### src/sv/plc_pkg.sv
// Package for the positional insert/delete list.
// Holds the command codes, cell operation codes and the cell control struct.
// No dependencies.
`timescale 1ns / 1ps
`default_nettype none

package plc_pkg;

    localparam int CAPACITY_DEF = 16;
    localparam int POS_W        = 5;
    localparam int DATA_W       = 32;
    localparam int CMD_W        = 2;
    localparam int CNT_OUT_W    = 5;

    typedef enum logic [CMD_W-1:0] {
        CMD_INSERT = 2'd0,
        CMD_DELETE = 2'd1,
        CMD_DUMP   = 2'd2
    } t_cmd;

    typedef enum logic [1:0] {
        CO_HOLD = 2'd0,
        CO_INS  = 2'd1,
        CO_DEL  = 2'd2,
        CO_ROT  = 2'd3
    } t_cell_op;

    typedef struct packed {
        t_cell_op           op;
        logic [POS_W-1:0]   pos;
    } t_cell_ctl;

endpackage

`default_nettype wire

### src/sv/plc_cell.sv
// One storage cell of the list chain: holds one entry and takes its next value
// from itself, the incoming item value, a neighbour or the head entry. Depends on plc_pkg.
`timescale 1ns / 1ps
`default_nettype none

module plc_cell
    import plc_pkg::*;
#(
    parameter int IDX   = 0,
    parameter int CNT_W = 5
) (
    input  wire logic                     i_clk,
    input  wire t_cell_ctl                i_ctl,
    input  wire logic [CNT_W-1:0]         i_count,
    input  wire logic signed [DATA_W-1:0] i_value,
    input  wire logic signed [DATA_W-1:0] i_left,
    input  wire logic signed [DATA_W-1:0] i_right,
    input  wire logic signed [DATA_W-1:0] i_first,
    output logic signed [DATA_W-1:0]      o_data
);

    localparam int CMP_W = ((CNT_W > POS_W) ? CNT_W : POS_W) + 1;
    localparam logic [CMP_W-1:0] ME     = CMP_W'(IDX);
    localparam logic [CMP_W-1:0] ME_NXT = CMP_W'(IDX + 1);

    logic signed [DATA_W-1:0] r_data;
    logic signed [DATA_W-1:0] n_data;
    logic [CMP_W-1:0]         w_pos;
    logic [CMP_W-1:0]         w_cnt;

    assign w_pos = CMP_W'(i_ctl.pos);
    assign w_cnt = CMP_W'(i_count);

    always_comb begin
        n_data = r_data;
        case (i_ctl.op)
            CO_INS: begin
                if (ME > w_pos) begin
                    n_data = i_left;
                end else if (ME == w_pos) begin
                    n_data = i_value;
                end
            end
            CO_DEL: begin
                if (ME >= w_pos) begin
                    n_data = i_right;
                end
            end
            CO_ROT: begin
                // wrap head entry to the tail of the occupied part
                if (ME_NXT == w_cnt) begin
                    n_data = i_first;
                end else begin
                    n_data = i_right;
                end
            end
            default: begin
                n_data = r_data;
            end
        endcase
    end

    always_ff @(posedge i_clk) begin
        r_data <= n_data;
    end

    assign o_data = r_data;

endmodule

`default_nettype wire

### src/sv/positional_insert_delete_list.sv
// Positional insert/delete list: a chain of plc_cell stages with a small controller.
// Insert, delete, empty dump and unused codes: one result in the cycle after the item
// is taken; busy stays low, so a new item may follow every cycle.
// Dump of n entries: n results on consecutive cycles, registered from the dump state;
// busy is high in the dump state; the chain rotates the entries one place per cycle.
// Results cannot be stalled. Reset clears the count; entries are not cleared.
`timescale 1ns / 1ps
`default_nettype none

module positional_insert_delete_list
    import plc_pkg::*;
#(
    parameter int CAPACITY = CAPACITY_DEF
) (
    input  wire logic                     i_clk,
    input  wire logic                     i_rst_n,
    input  wire logic                     start,
    output logic                          busy,
    input  wire logic [CMD_W-1:0]         i_command,
    input  wire logic [POS_W-1:0]         i_position,
    input  wire logic signed [DATA_W-1:0] i_value,
    output logic                          o_strobe,
    output logic                          o_success,
    output logic [CNT_OUT_W-1:0]          o_count,
    output logic                          o_empty_res,
    output logic signed [DATA_W-1:0]      o_element,
    output logic                          o_element_valid,
    output logic                          o_last
);

    localparam int CNT_W = $clog2(CAPACITY + 1);
    localparam int CMP_W = ((CNT_W > POS_W) ? CNT_W : POS_W) + 1;
    localparam logic [CNT_W-1:0] CAP_C = CNT_W'(CAPACITY);

    typedef enum logic [1:0] {
        S_IDLE = 2'b01,
        S_DUMP = 2'b10
    } t_state;

    t_state             r_state, n_state;
    logic [CNT_W-1:0]   r_count, n_count;
    logic [CNT_W-1:0]   r_idx, n_idx;
    logic               r_strobe, n_strobe;
    logic               r_success, n_success;
    logic               r_empty, n_empty;
    logic               r_valid, n_valid;
    logic               r_last, n_last;
    logic signed [DATA_W-1:0] r_element, n_element;
    logic [CNT_OUT_W-1:0]     r_cnt_out, n_cnt_out;

    logic               w_accept;
    logic               w_ins_ok;
    logic               w_del_ok;
    logic [CMP_W-1:0]   w_pos;
    logic [CMP_W-1:0]   w_cnt;
    logic [CNT_W+CNT_OUT_W-1:0] w_cnt_ext;
    logic [CNT_W-1:0]   w_idx_nxt;
    t_cell_ctl          w_ctl;
    t_cmd               w_cmd;
    logic signed [DATA_W-1:0] w_data [CAPACITY];

    assign busy     = r_state[1];
    assign w_accept = start && !busy;
    assign w_cmd    = t_cmd'(i_command);
    assign w_pos    = CMP_W'(i_position);
    assign w_cnt    = CMP_W'(r_count);
    assign w_ins_ok = (r_count < CAP_C) && (w_pos <= w_cnt);
    assign w_del_ok = (w_pos < w_cnt);
    assign w_idx_nxt = r_idx + 1'b1;

    always_comb begin
        w_ctl.op  = CO_HOLD;
        w_ctl.pos = i_position;
        if (r_state == S_DUMP) begin
            w_ctl.op = CO_ROT;
        end else if (w_accept) begin
            case (w_cmd)
                CMD_INSERT: begin
                    if (w_ins_ok) begin
                        w_ctl.op = CO_INS;
                    end
                end
                CMD_DELETE: begin
                    if (w_del_ok) begin
                        w_ctl.op = CO_DEL;
                    end
                end
                default: begin
                    w_ctl.op = CO_HOLD;
                end
            endcase
        end
    end

    genvar g;
    generate
        for (g = 0; g < CAPACITY; g++) begin : g_cell
            logic signed [DATA_W-1:0] w_left;
            logic signed [DATA_W-1:0] w_right;
            if (g == 0) begin : g_head
                assign w_left = '0;
            end else begin : g_mid_l
                assign w_left = w_data[g-1];
            end
            if (g == CAPACITY - 1) begin : g_tail
                assign w_right = '0;
            end else begin : g_mid_r
                assign w_right = w_data[g+1];
            end
            plc_cell #(
                .IDX   (g),
                .CNT_W (CNT_W)
            ) u_cell (
                .i_clk   (i_clk),
                .i_ctl   (w_ctl),
                .i_count (r_count),
                .i_value (i_value),
                .i_left  (w_left),
                .i_right (w_right),
                .i_first (w_data[0]),
                .o_data  (w_data[g])
            );
        end
    endgenerate

    always_comb begin
        n_state   = r_state;
        n_count   = r_count;
        n_idx     = r_idx;
        n_strobe  = 1'b0;
        n_success = r_success;
        n_valid   = 1'b0;
        n_last    = r_last;
        n_element = r_element;
        if (r_state == S_DUMP) begin
            n_strobe  = 1'b1;
            n_success = 1'b1;
            n_valid   = 1'b1;
            n_element = w_data[0];
            n_last    = (w_idx_nxt == r_count);
            n_idx     = w_idx_nxt;
            if (w_idx_nxt == r_count) begin
                n_state = S_IDLE;
            end
        end else if (w_accept) begin
            n_strobe  = 1'b1;
            n_last    = 1'b1;
            n_element = '0;
            case (w_cmd)
                CMD_INSERT: begin
                    n_success = w_ins_ok;
                    if (w_ins_ok) begin
                        n_count = r_count + 1'b1;
                    end
                end
                CMD_DELETE: begin
                    n_success = w_del_ok;
                    if (w_del_ok) begin
                        n_count = r_count - 1'b1;
                    end
                end
                CMD_DUMP: begin
                    n_success = 1'b1;
                    if (r_count != '0) begin
                        n_strobe = 1'b0;
                        n_idx    = '0;
                        n_state  = S_DUMP;
                    end
                end
                default: begin
                    n_success = 1'b0;
                end
            endcase
        end
    end

    assign w_cnt_ext = (CNT_W + CNT_OUT_W)'(n_count);
    assign n_cnt_out = w_cnt_ext[CNT_OUT_W-1:0];
    assign n_empty   = (n_count == '0);

    always_ff @(posedge i_clk) begin
        if (!i_rst_n) begin
            r_state  <= S_IDLE;
            r_count  <= '0;
            r_idx    <= '0;
            r_strobe <= 1'b0;
        end else begin
            r_state  <= n_state;
            r_count  <= n_count;
            r_idx    <= n_idx;
            r_strobe <= n_strobe;
        end
    end

    always_ff @(posedge i_clk) begin
        r_success <= n_success;
        r_valid   <= n_valid;
        r_last    <= n_last;
        r_element <= n_element;
        r_cnt_out <= n_cnt_out;
        r_empty   <= n_empty;
    end

    assign o_strobe        = r_strobe;
    assign o_success       = r_success;
    assign o_count         = r_cnt_out;
    assign o_empty_res     = r_empty;
    assign o_element       = r_element;
    assign o_element_valid = r_strobe && r_valid;
    assign o_last          = r_last;

    a_count_bound: assert property (@(posedge i_clk) disable iff (!i_rst_n)
        r_count <= CAP_C)
        else $error("count above capacity");

    a_take_gives_result: assert property (@(posedge i_clk) disable iff (!i_rst_n)
        (w_accept && !(w_cmd == CMD_DUMP && r_count != '0)) |=> o_strobe && o_last)
        else $error("item taken without a single result");

    a_dump_midway_busy: assert property (@(posedge i_clk) disable iff (!i_rst_n)
        (o_strobe && !o_last) |-> busy)
        else $error("non-final dump result while idle");

    a_empty_matches: assert property (@(posedge i_clk) disable iff (!i_rst_n)
        o_strobe |-> (o_empty_res == (r_count == '0)))
        else $error("empty flag disagrees with count");

    a_dump_stable_count: assert property (@(posedge i_clk) disable iff (!i_rst_n)
        (busy && $past(busy)) |-> $stable(r_count))
        else $error("count moved during dump");

endmodule

`default_nettype wire

### config.mk
export PLATFORM = sky130hd
export DESIGN_NAME = positional_insert_delete_list
export DESIGN_NICKNAME = d
export VERILOG_FILES = /design/src/sv/plc_pkg.sv /design/src/sv/plc_cell.sv /design/src/sv/positional_insert_delete_list.sv
export SDC_FILE = /design/constraint.sdc
export NUM_CORES = 1
export LEC_CHECK = 0
export BUFFER_PORTS_ARGS = -buffer_cell sky130_fd_sc_hd__buf_2
export CAP_MARGIN = 40
export CORE_AREA = 3 3 314 346
export DETAILED_ROUTE_END_ITERATION = 12
export DIE_AREA = 0 0 317 349
export PLACE_DENSITY_LB_ADDON = 0.3
export RECOVER_POWER = 25
export REMOVE_ABC_BUFFERS = 1
export SYNTH_ARGS = -nofsm -noshare
export SYNTH_HDL_FRONTEND = slang
export SYNTH_SLANG_ARGS = --single-unit
export TNS_END_PERCENT = 5
### constraint.sdc
create_clock -name i_clk -period 14.3 [get_ports i_clk]
set_input_delay 2.86 -clock i_clk [delete_from_list [all_inputs] [get_ports i_clk]]
set_output_delay 2.86 -clock i_clk [all_outputs]
set_load 0.03 [all_outputs]
* After elaboration in Yosys (flattened, before gate mapping)
Cells that the tools add are included.
Word-level totals: bits in latches 0, memory bits (read-only) 0, word-level logic and storage cells 275, memories kept 0, output and inout bits 43, register bits after elaboration 566, input port bits 42, bits in writable memories 0
Cells by class: shift-type cells 0, mux-type cells 109, order comparisons 35, multipliers 0, equal/unequal tests 72, reductions and logical operators 30, divide/modulo/power cells 0, bitwise gates (word level) 0, add/sub/neg operators 3
Operators by type and width (count):
- 32-bit two-way mux | 66
- 32-bit one-hot mux with 3 select lines | 16
- 4-bit by 5-bit == test with 1-bit output, first input constant | 16
- 3-bit by 1-bit != test with 1-bit output, second input constant | 16
- 3-bit AND reduction | 16
- 3-bit by 5-bit == test with 1-bit output, first input constant | 8
- 4-bit by 5-bit greater-or-equal comparator with 1-bit output, first input constant | 8
- 4-bit by 5-bit greater-than comparator with 1-bit output, first input constant | 8
- 5-bit two-way mux | 8
- 2-bit by 1-bit != test with 1-bit output, second input constant | 17
- 2-bit by 5-bit == test with 1-bit output, first input constant | 4
- 3-bit by 5-bit greater-or-equal comparator with 1-bit output, first input constant | 4
- 3-bit by 5-bit greater-than comparator with 1-bit output, first input constant | 4
- 2-bit two-way mux | 8
- 5-bit by 1-bit adder with 5-bit output, second input constant | 2
- 1-bit by 5-bit == test with 1-bit output, first input constant | 2
- 1-bit by 5-bit greater-or-equal comparator with 1-bit output, first input constant | 2
- 2-bit by 5-bit greater-or-equal comparator with 1-bit output, first input constant | 2
- 1-bit by 5-bit greater-than comparator with 1-bit output, first input constant | 2
- 2-bit by 5-bit greater-than comparator with 1-bit output, first input constant | 2
- 5-bit one-hot mux with 2 select lines | 1
- 2-bit == test, second input constant | 4
- 1-bit two-way mux | 8
- 4-bit AND reduction | 2
- 18 further kinds | 23

* Longest topological paths before layout
Gate-level depths: netlist (run 1).
word-level depth 9, gate-level depth with buffers 11, depth with buffers taken out 8

* Modules after synthesis
Synthesis (run 1) repeated with hierarchy kept, for this count alone.
Second synthesis, totals: cell total of the unflattened synthesis 4018, area, all modules 42303.1 sq um
By module, submodules not included:
- plc_cell at g_cell[5].u_cell | times used 1, seq. area each 960.9 sq um, cells each 271, area each 2987.9 sq um
- plc_cell at g_cell[13].u_cell | times used 1, seq. area each 960.9 sq um, cells each 270, area each 2966.6 sq um
- plc_cell at g_cell[10].u_cell | times used 1, seq. area each 960.9 sq um, cells each 271, area each 2919.0 sq um
- plc_cell at g_cell[14].u_cell | times used 1, seq. area each 960.9 sq um, cells each 266, area each 2737.6 sq um
- plc_cell at g_cell[1].u_cell | times used 1, seq. area each 960.9 sq um, cells each 270, area each 2711.4 sq um
- plc_cell at g_cell[6].u_cell | times used 1, seq. area each 960.9 sq um, cells each 220, area each 2675.1 sq um
- plc_cell at g_cell[3].u_cell | times used 1, seq. area each 960.9 sq um, cells each 266, area each 2558.7 sq um
- plc_cell at g_cell[12].u_cell | times used 1, seq. area each 960.9 sq um, cells each 221, area each 2553.7 sq um
- plc_cell at g_cell[7].u_cell | times used 1, seq. area each 960.9 sq um, cells each 266, area each 2543.7 sq um
- plc_cell at g_cell[15].u_cell | times used 1, seq. area each 960.9 sq um, cells each 266, area each 2538.7 sq um
- positional_insert_delete_list | times used 1, seq. area each 1411.4 sq um, cells each 217, area each 2496.1 sq um
- plc_cell at g_cell[4].u_cell | times used 1, seq. area each 960.9 sq um, cells each 227, area each 2369.8 sq um
- plc_cell at g_cell[9].u_cell | times used 1, seq. area each 960.9 sq um, cells each 189, area each 2204.6 sq um
- plc_cell at g_cell[8].u_cell | times used 1, seq. area each 960.9 sq um, cells each 232, area each 2174.6 sq um
- +3 rows

* Least setup slack after synthesis (run 1)
No wires, ideal clock.
kind input-to-reg, start in i_position[0], end reg g_cell[15].u_cell.r_data[0] (enable), buffers on the path 3, path slack 7.279 ns, library setup time 0.466 ns, arrival 6.555 ns, cell stages on the path 10, cell sequence clkbuf_1 -> inv_1 -> ha_1 -> nor2b_4 -> o31ai_2 -> a21o_1 -> buf_2 -> buf_2 -> nor2_1 -> o21ai_0
On the way: longest elaborated chain between the ends 9, elaborated cells between the ends (all ways) 18
RTL lines:
- start, declared | RTL line positional_insert_delete_list.sv:20 | input wire logic [POS_W-1:0] i_position,
- 5-bit <= comparator | RTL line positional_insert_delete_list.sv:67 | assign w_ins_ok = (r_count < CAP_C) && (w_pos <= w_cnt);
- 1-bit logical AND | RTL line positional_insert_delete_list.sv:67
- 1-bit two-way mux | RTL line positional_insert_delete_list.sv:79 | if (w_ins_ok) begin
- 2-bit one-hot mux with 2 select lines | RTL line positional_insert_delete_list.sv:77 | case (w_cmd)
- 2-bit two-way mux | RTL line positional_insert_delete_list.sv:76 | end else if (w_accept) begin
- 2-bit two-way mux | RTL line positional_insert_delete_list.sv:74 | if (r_state == S_DUMP) begin
- 2-bit by 1-bit == test with 1-bit output / 2-bit == test (equally long branches) | RTL line plc_cell.sv:36 | case (i_ctl.op)
- 3-bit by 1-bit != test with 1-bit output (no line) (tied with other cells)
- 3-bit AND reduction (no line) *
- end signal, assigned | RTL line plc_cell.sv:64 | r_data <= n_data;
- end, declared | RTL line plc_cell.sv:26 | logic signed [DATA_W-1:0] r_data;
Mark *: on every way between the ends. The rest lies on a longest branch, timed or not. A chain may end at the register's enable or synchronous reset.

* Worst setup path after layout (run 1)
start reg r_state[0], end reg g_cell[6].u_cell.r_data[23], data pin
On the way: longest elaborated chain between the ends 4, elaborated cells between the ends (all ways) 6
RTL lines:
- start, declared | RTL line positional_insert_delete_list.sv:40 | t_state r_state, n_state;
- start signal, assigned | RTL line positional_insert_delete_list.sv:188 | r_state <= n_state;
- 2-bit == test * | RTL line positional_insert_delete_list.sv:74
- 2-bit two-way mux * | RTL line positional_insert_delete_list.sv:74
- 2-bit == test / 2-bit by 1-bit == test with 1-bit output (equally long branches) | RTL line plc_cell.sv:36
- 32-bit one-hot mux with 3 select lines * | RTL line plc_cell.sv:36
- named net g_cell[6].u_cell.n_data[23] | RTL line plc_cell.sv:27 | logic signed [DATA_W-1:0] n_data;
- end signal, assigned | RTL line plc_cell.sv:64
- end, declared | RTL line plc_cell.sv:26
The timed path passes the listed nets; every way through them passes the cells marked *.

==> results of run 1 <==
## registers in the layout, indices dropped and copies added, names as in the netlist
signal,flops
g_cell.u_cell.o_data,512
o_element,32
o_count,5
r_count,5
r_idx,5
r_state,2
o_empty_res,1
o_last,1
o_strobe,1
o_success,1
r_valid,1
## layout make-up
cell class                 instances  area [um2]  area share, %
sequential                       566       16800           49.0
multi-input combinational       2067       12600           36.6
tap                             1397        1750           5.10
clock buffer                      74        1530           4.47
timing repair buffer             163        1220           3.56
clock inverter                    31         274          0.799
inverter                          42         158          0.460
antenna                            5        12.5         0.0365
## synthesized netlist by cell type (6+ instances only)
| cell | n |
|---|---|
| a21oi_1 | 337 |
| a221o_1 | 321 |
| a22oi_1 | 128 |
| and2_1 | 9 |
| buf_1 | 39 |
| buf_2 | 60 |
| clkbuf_1 | 243 |
| dfxtp_1 | 21 |
| edfxtp_1 | 545 |
| ha_1 | 12 |
| inv_1 | 41 |
| mux2i_1 | 128 |
| nand2_1 | 791 |
| nand2b_1 | 8 |
| nand3_1 | 10 |
| nor2_1 | 74 |
| nor3_1 | 6 |
| o21ai_0 | 170 |
| o21ai_1 | 6 |
## logic make-up after synthesis
family                     Yosys count
AOI/OAI and AO/OA                  992
and+or+nand+nor                    927
DFF                                566
buffers and inverters              384
muxes                              129
adders and majority gates           12
xor gates and xnor gates             7
## final timing paths
path | startpoint | slack [ns] | depth (start not counted) | to
worst max-delay path | r_state[0] | 4.73 | 7 | g_cell[6].u_cell.o_data[23]
worst min-delay path | o_success | 0.48 | 1 | o_success
worst max register to register | r_state[0] | 4.73 | 7 | g_cell[6].u_cell.o_data[23]
worst min register to register | o_success | 0.48 | 1 | o_success
## stage by stage
step / power [mW] / hold WS [ns] / TNS (ns) / util [%] / setup slack [ns]
after floorplan: 2.21 / 0.467 / -218.37 / - / -1.06
after global placement: 2.33 / 0.461 / 0 / 30.5 / 6.95
after detailed placement: 2.35 / 0.470 / 0 / 31.1 / 7.40
after CTS: 3.87 / 0.484 / 0 / 32.8 / 8.10
after global routing: 3.97 / 0.516 / 0 / 32.5 / 3.95
final: 3.83 / 0.483 / 0 / 32.5 / 4.73
## worst max-delay path, stage by stage, from the launching register on
cell      delay, ns
dfxtp_1        0.33
nand2b_1       0.81
clkbuf_1       1.93
inv_1          1.05
a21oi_4        0.33
clkbuf_1       2.30
nor2_1         1.80
a221o_1        0.69
## per-layer routing
layer	GRT usage [%]	share of wire, %	up-vias
met5	0	0.017	-
met2	27.3	46	958
met3	2.02	6.6	129
met4	4.49	2.2	2
li1	-	-	11061
met1	24.6	45	11898
## power groups by stage
stage	sequential [mW]	combinational, mW	clock (mW)
3_3_place_gp	1.92	0.411	0
5_1_grt	1.89	0.473	1.61
3_5_place_dp	1.92	0.432	0
4_1_cts	1.88	0.433	1.56
6_report	1.88	0.428	1.52
2_1_floorplan	1.93	0.280	0
==> flow_metrics.py, run 1 <==
metrics = {
    "sta": {
        "tightest_slew_ns": 3.25,
        "finalSetupViolCount": 0,
        "relSlewSlack_pct": -117,
        "post-route-period-util_pct": 66.9,
        "hold_violations": 0,
        "timing.fmax_mhz": 105,
        "drv_slew": 452,
        "rsz0062_at_grt": "false",
        "finalClockSkew_ns": 0.0186,
        "period_minus_slack_ns": 9.57,
    },
    "synthesis": {
        "synth_compound_area_share_pct": 23.0,
        "synth_area_leaders": "edfxtp_1 (54%), a221o_1 (11%), nand2_1 (9.7%)",
        "synth_top_family_by_area": "compound AO/OA/AOI/OAI gates",
        "synthArstFlopShare_pct": 0,
        "synth_mux_area_share_pct": 4.24,
        "netlist_area_mm2": 0.0305,
        "yosys_warnings": 0,
        "ys_seq_area_share_pct": 55.1,
        "synth_fa_ha_area_share_pct": 0.493,
        "synth-edff-count": 545,
        "synthXorXnorAreaFrac_pct": 0.201,
        "synthDistinctLibCells": 61,
        "netlist_instances": 3017,
        "synth_top_area_share_pct": 53.7,
        "yosysTopAreaCell": "edfxtp_1",
        "synth.avg_cell_area_um2": 10.1,
        "yosys_most_used_dff": "edfxtp_1",
        "synth_seq_cells": 566,
        "yosys.area_share.simple_pct": 12.0,
    },
    "floorplanning": {
        "die_h_um": 349,
        "ios": 85,
        "dieArea_mm2": 0.111,
        "core_mm2": 0.106,
        "rows": 125,
        "die_w_um": 317,
        "start_util_pct": 28.9,
    },
    "clock_network": {
        "postCtsSetupBuffers": 0,
        "clockBufferDepth": 3,
        "cts.clk_slew.worst_paths_ns": 0.06,
        "cts_buffers": 58,
        "clock-sinks": 566,
        "cts-root-buf": "clkbuf_16",
        "cts_resized": 0,
        "insertion_delay_ns": 0.65,
        "postCtsHoldBufs": 0,
        "htreeDepth": 2,
        "cts_tree": "yes",
    },
    "power_and_ir_drop": {
        "sequentialPowerShare_pct": 49.2,
        "p_int_mw": 2.86,
        "p_leak_nw": 11.9,
        "pwr-share-comb_pct": 11.2,
        "p_sw_share_pct": 25.4,
        "clkPwrFrac_pct": 39.7,
        "powerDensity_mw_per_mm2": 112,
        "p_sw_uw": 973,
        "ir_drop_mv": 0.0853,
    },
    "place": {
        "place_congestion": 0.795,
        "place_inst": 4235,
        "dp_hpwl_um": 63200,
        "io_buffers": 84,
        "placed_cell_area_mm2": 0.0328,
    },
    "finish": {
        "nFillCells": 10705,
        "final_cell_mix": "nand2_1 (790), edfxtp_1 (545), a21oi_1 (326)",
        "layout-area-overhead-vs-synth_pct": 12.5,
        "layout.cells.non_filler": 4345,
        "final_common_cell": "nand2_1",
        "layout.nets": 2952,
        "drive_above_1_share_pct": 8.22,
        "final_area_mm2": 0.0343,
    },
    "global_routing": {
        "grt_max_degree": 86,
        "grt_pass1_wl_um": 151000,
        "grtUsageTotal_pct": 17.1,
        "antenna_found_initial": 7,
        "grt_pass1_vias": 23436,
        "grt.overflow.total": 0,
    },
    "setup_path": {
        "path_class": "flip-flop to flip-flop",
        "cp-start-kind": "flip-flop",
        "worstPathRequired_ns": 14.69,
        "crit_fanout": 45,
        "end_kind": "flip-flop",
        "worstPathArrival_ns": 9.96,
    },
    "hold_path": {
        "min_path_type": "flip-flop to flip-flop",
    },
    "detailed_routing": {
        "viasPerCell": 5.53,
        "first_iter_violations": 2743,
        "ant_nets": 0,
        "wl_per_cell_um": 22.4,
        "vias": 24048,
        "detail_route.wirelength_um": 97200,
        "post-route-drc-count": 0,
        "dr.pass1.iters": 5,
    },
    "run_status": {
        "status": "complete, but fails checks",
        "violations": "capacitance limit, slew limit",
    },
    "flow_run": {
        "drv_cap": 13,
    },
}
Note: power is estimated with default switching activity, not from simulation.
==> run 2: changes to the inputs <==
==> constraint.sdc (replaced) <==
create_clock -name i_clk -period 8 [get_ports i_clk]
set_input_delay 1.6 -clock i_clk [delete_from_list [all_inputs] [get_ports i_clk]]
set_output_delay 1.6 -clock i_clk [all_outputs]
set_load 0.03 [all_outputs]
==> flow_metrics.py, run 2 (synthesized netlist as in run 1, its figures left out) <==
metrics = {
    "setup_path": {
        "crit_slowest_cell": "nor2_1",
        "slowest_delay_ns": 1.94,
        "end_kind": "flip-flop",
        "cpMostUsedCell": "clkbuf_1",
        "crit_chain": "clkbuf_1, ha_1, nor2b_1, o31ai_1, a21oi_4, clkbuf_1, nor2_1, a221o_1",
        "crit_buf_inv": 2,
        "path_class": "input pin to flip-flop",
        "worstPathArrival_ns": 6.47,
        "timing.rr.end": "o_element[11]",
        "critPathTopFamily": "simple AND/OR/NAND/NOR gates",
        "cp-start-kind": "input pin",
        "r2r_start": "r_state[1]",
        "r2r_setup_slack_ns": 2.73,
        "reg2reg_depth": 5,
        "crit_fanout": 32,
        "worstPathRequired_ns": 8.49,
    },
    "floorplanning": {
        "ios": 85,
        "dieArea_mm2": 0.111,
        "die_h_um": 349,
        "core_mm2": 0.106,
        "rows": 125,
        "die_w_um": 317,
        "start_util_pct": 28.9,
    },
    "clock_network": {
        "cts_resized": 0,
        "cts-root-buf": "clkbuf_16",
        "clockBufferDepth": 3,
        "postCtsSetupBuffers": 0,
        "insertion_delay_ns": 0.64,
        "postCtsHoldBufs": 0,
        "htreeDepth": 2,
        "cts_buffers": 58,
        "cts_tree": "yes",
        "clock-sinks": 566,
        "cts.clk_slew.worst_paths_ns": 0.06,
    },
    "power_and_ir_drop": {
        "ir_drop_mv": 0.158,
        "sequentialPowerShare_pct": 49.2,
        "clkPwrFrac_pct": 39.8,
        "power_mw": 6.85,
        "p_sw_mw": 1.72,
        "p_sw_share_pct": 25.2,
        "p_leak_nw": 11.9,
        "p_int_mw": 5.12,
        "pwr-share-comb_pct": 11.0,
        "powerDensity_mw_per_mm2": 200,
    },
    "global_routing": {
        "grt.overflow.total": 0,
        "grtUsageTotal_pct": 16.5,
        "antenna_found_initial": 8,
        "grt_pass1_wl_um": 148000,
        "grt_max_degree": 158,
        "grt_pass1_vias": 23501,
    },
    "detailed_routing": {
        "ant_nets": 0,
        "vias": 23797,
        "detail_route.wirelength_um": 93800,
        "post-route-drc-count": 0,
        "wirelength_met1_um": 43000,
        "wl_per_cell_um": 21.6,
        "viasPerCell": 5.48,
        "dr.pass1.iters": 6,
        "wl_met3_um": 6290,
        "top_layer": "met5",
        "wl_met2_um": 43100,
        "first_iter_violations": 2436,
    },
    "sta": {
        "finalSetupViolCount": 0,
        "period_minus_slack_ns": 5.98,
        "whs_ns": 0.482,
        "tightest_slew_ns": 2.51,
        "finalClockSkew_ns": 0.0159,
        "drv_slew": 420,
        "relSlewSlack_pct": -67.2,
        "rsz0062_at_grt": "false",
        "hold_violations": 0,
        "post-route-period-util_pct": 74.7,
        "timing.fmax_mhz": 167,
    },
    "place": {
        "dp_hpwl_um": 63100,
        "place_inst": 4231,
        "place_congestion": 0.806,
        "io_buffers": 84,
    },
    "finish": {
        "fin_util_pct": 32.4,
        "final_common_cell": "nand2_1",
        "largest_reg_flops": 512,
        "layout-area-overhead-vs-synth_pct": 12.4,
        "final_cell_mix": "nand2_1 (790), edfxtp_1 (545), a21oi_1 (325)",
        "nFillCells": 10756,
        "drive_above_1_share_pct": 8.30,
        "layout.cells.non_filler": 4342,
        "layout.nets": 2948,
    },
    "hold_path": {
        "min_path_type": "flip-flop to flip-flop",
        "hold_end": "o_success",
        "min_path_cells": 1,
        "hold_start": "o_success",
    },
    "flow_run": {
        "drv_cap": 13,
    },
    "run_status": {
        "status": "complete, but fails checks",
        "violations": "capacitance limit, slew limit",
    },
}
[run 2: changes by cell type in the layout (fill, tap and decap cells not counted), sizes merged]
cell,before,now
bufinv,4,5
clkbuf,134,127
clkinv,19,28
clkinvlp,5,1
diode,5,4
inv,45,44
[run 2: cell type report]
class / count / area [um2] / share of cell area [%]
sequential: 566 / 16800 / 49.0
multi-input combinational: 2067 / 12500 / 36.6
tap: 1397 / 1750 / 5.10
clock buffer: 71 / 1500 / 4.38
timing repair buffer: 159 / 1190 / 3.49
clock inverter: 36 / 315 / 0.921
inverter: 42 / 158 / 0.460
antenna: 4 / 10.0 / 0.0292
[run 2: stage by stage]
stage / setup TNS, ns / setup slack [ns] / instance area [um2]
detailed placement: 0 / 2.48 / 32700
global route: 0 / 1.61 / 34200
finish: 0 / 2.02 / 34200
CTS: 0 / 3.19 / 34500
floorplan: -3770.90 / -6.10 / 29100
global placement: 0 / 2.57 / 32200
[run 2: worst register-to-register path, delay by kind of cell (launching register included)]
kind	cells	cell delay [ns]
buffers and inverters	3	3.51
flip-flops	1	0.37
AND/OR/NAND/NOR	2	0.84
[run 2: power groups by stage]
| stage | clock (mW) | combinational, mW | sequential [mW] |
|---|---|---|---|
| 6_report | 2.72 | 0.755 | 3.37 |
| 3_5_place_dp | 0 | 0.765 | 3.43 |
| 5_1_grt | 2.89 | 0.836 | 3.37 |
| 2_1_floorplan | 0 | 0.501 | 3.46 |
| 3_3_place_gp | 0 | 0.729 | 3.43 |
| 4_1_cts | 2.79 | 0.765 | 3.37 |
[run 2: how the worst max path moves through the flow]
stage	startpoint	end	depth (start not counted)
floorplan	i_position[4]	g_cell[15].u_cell.o_data[0]	6
global placement	i_position[4]	g_cell[12].u_cell.o_data[19]	9
detailed placement	i_position[4]	g_cell[14].u_cell.o_data[29]	9
CTS	i_position[4]	g_cell[14].u_cell.o_data[29]	9
global route	i_position[1]	g_cell[4].u_cell.o_data[4]	8
finish	i_position[1]	g_cell[4].u_cell.o_data[10]	8
[run 2: per-layer routing]
metal	vias to the layer above	global-route usage (%)
li1	11033	-
met1	11707	23.8
met2	942	26.3
met3	111	2.12
met4	4	3.74
met5	-	0
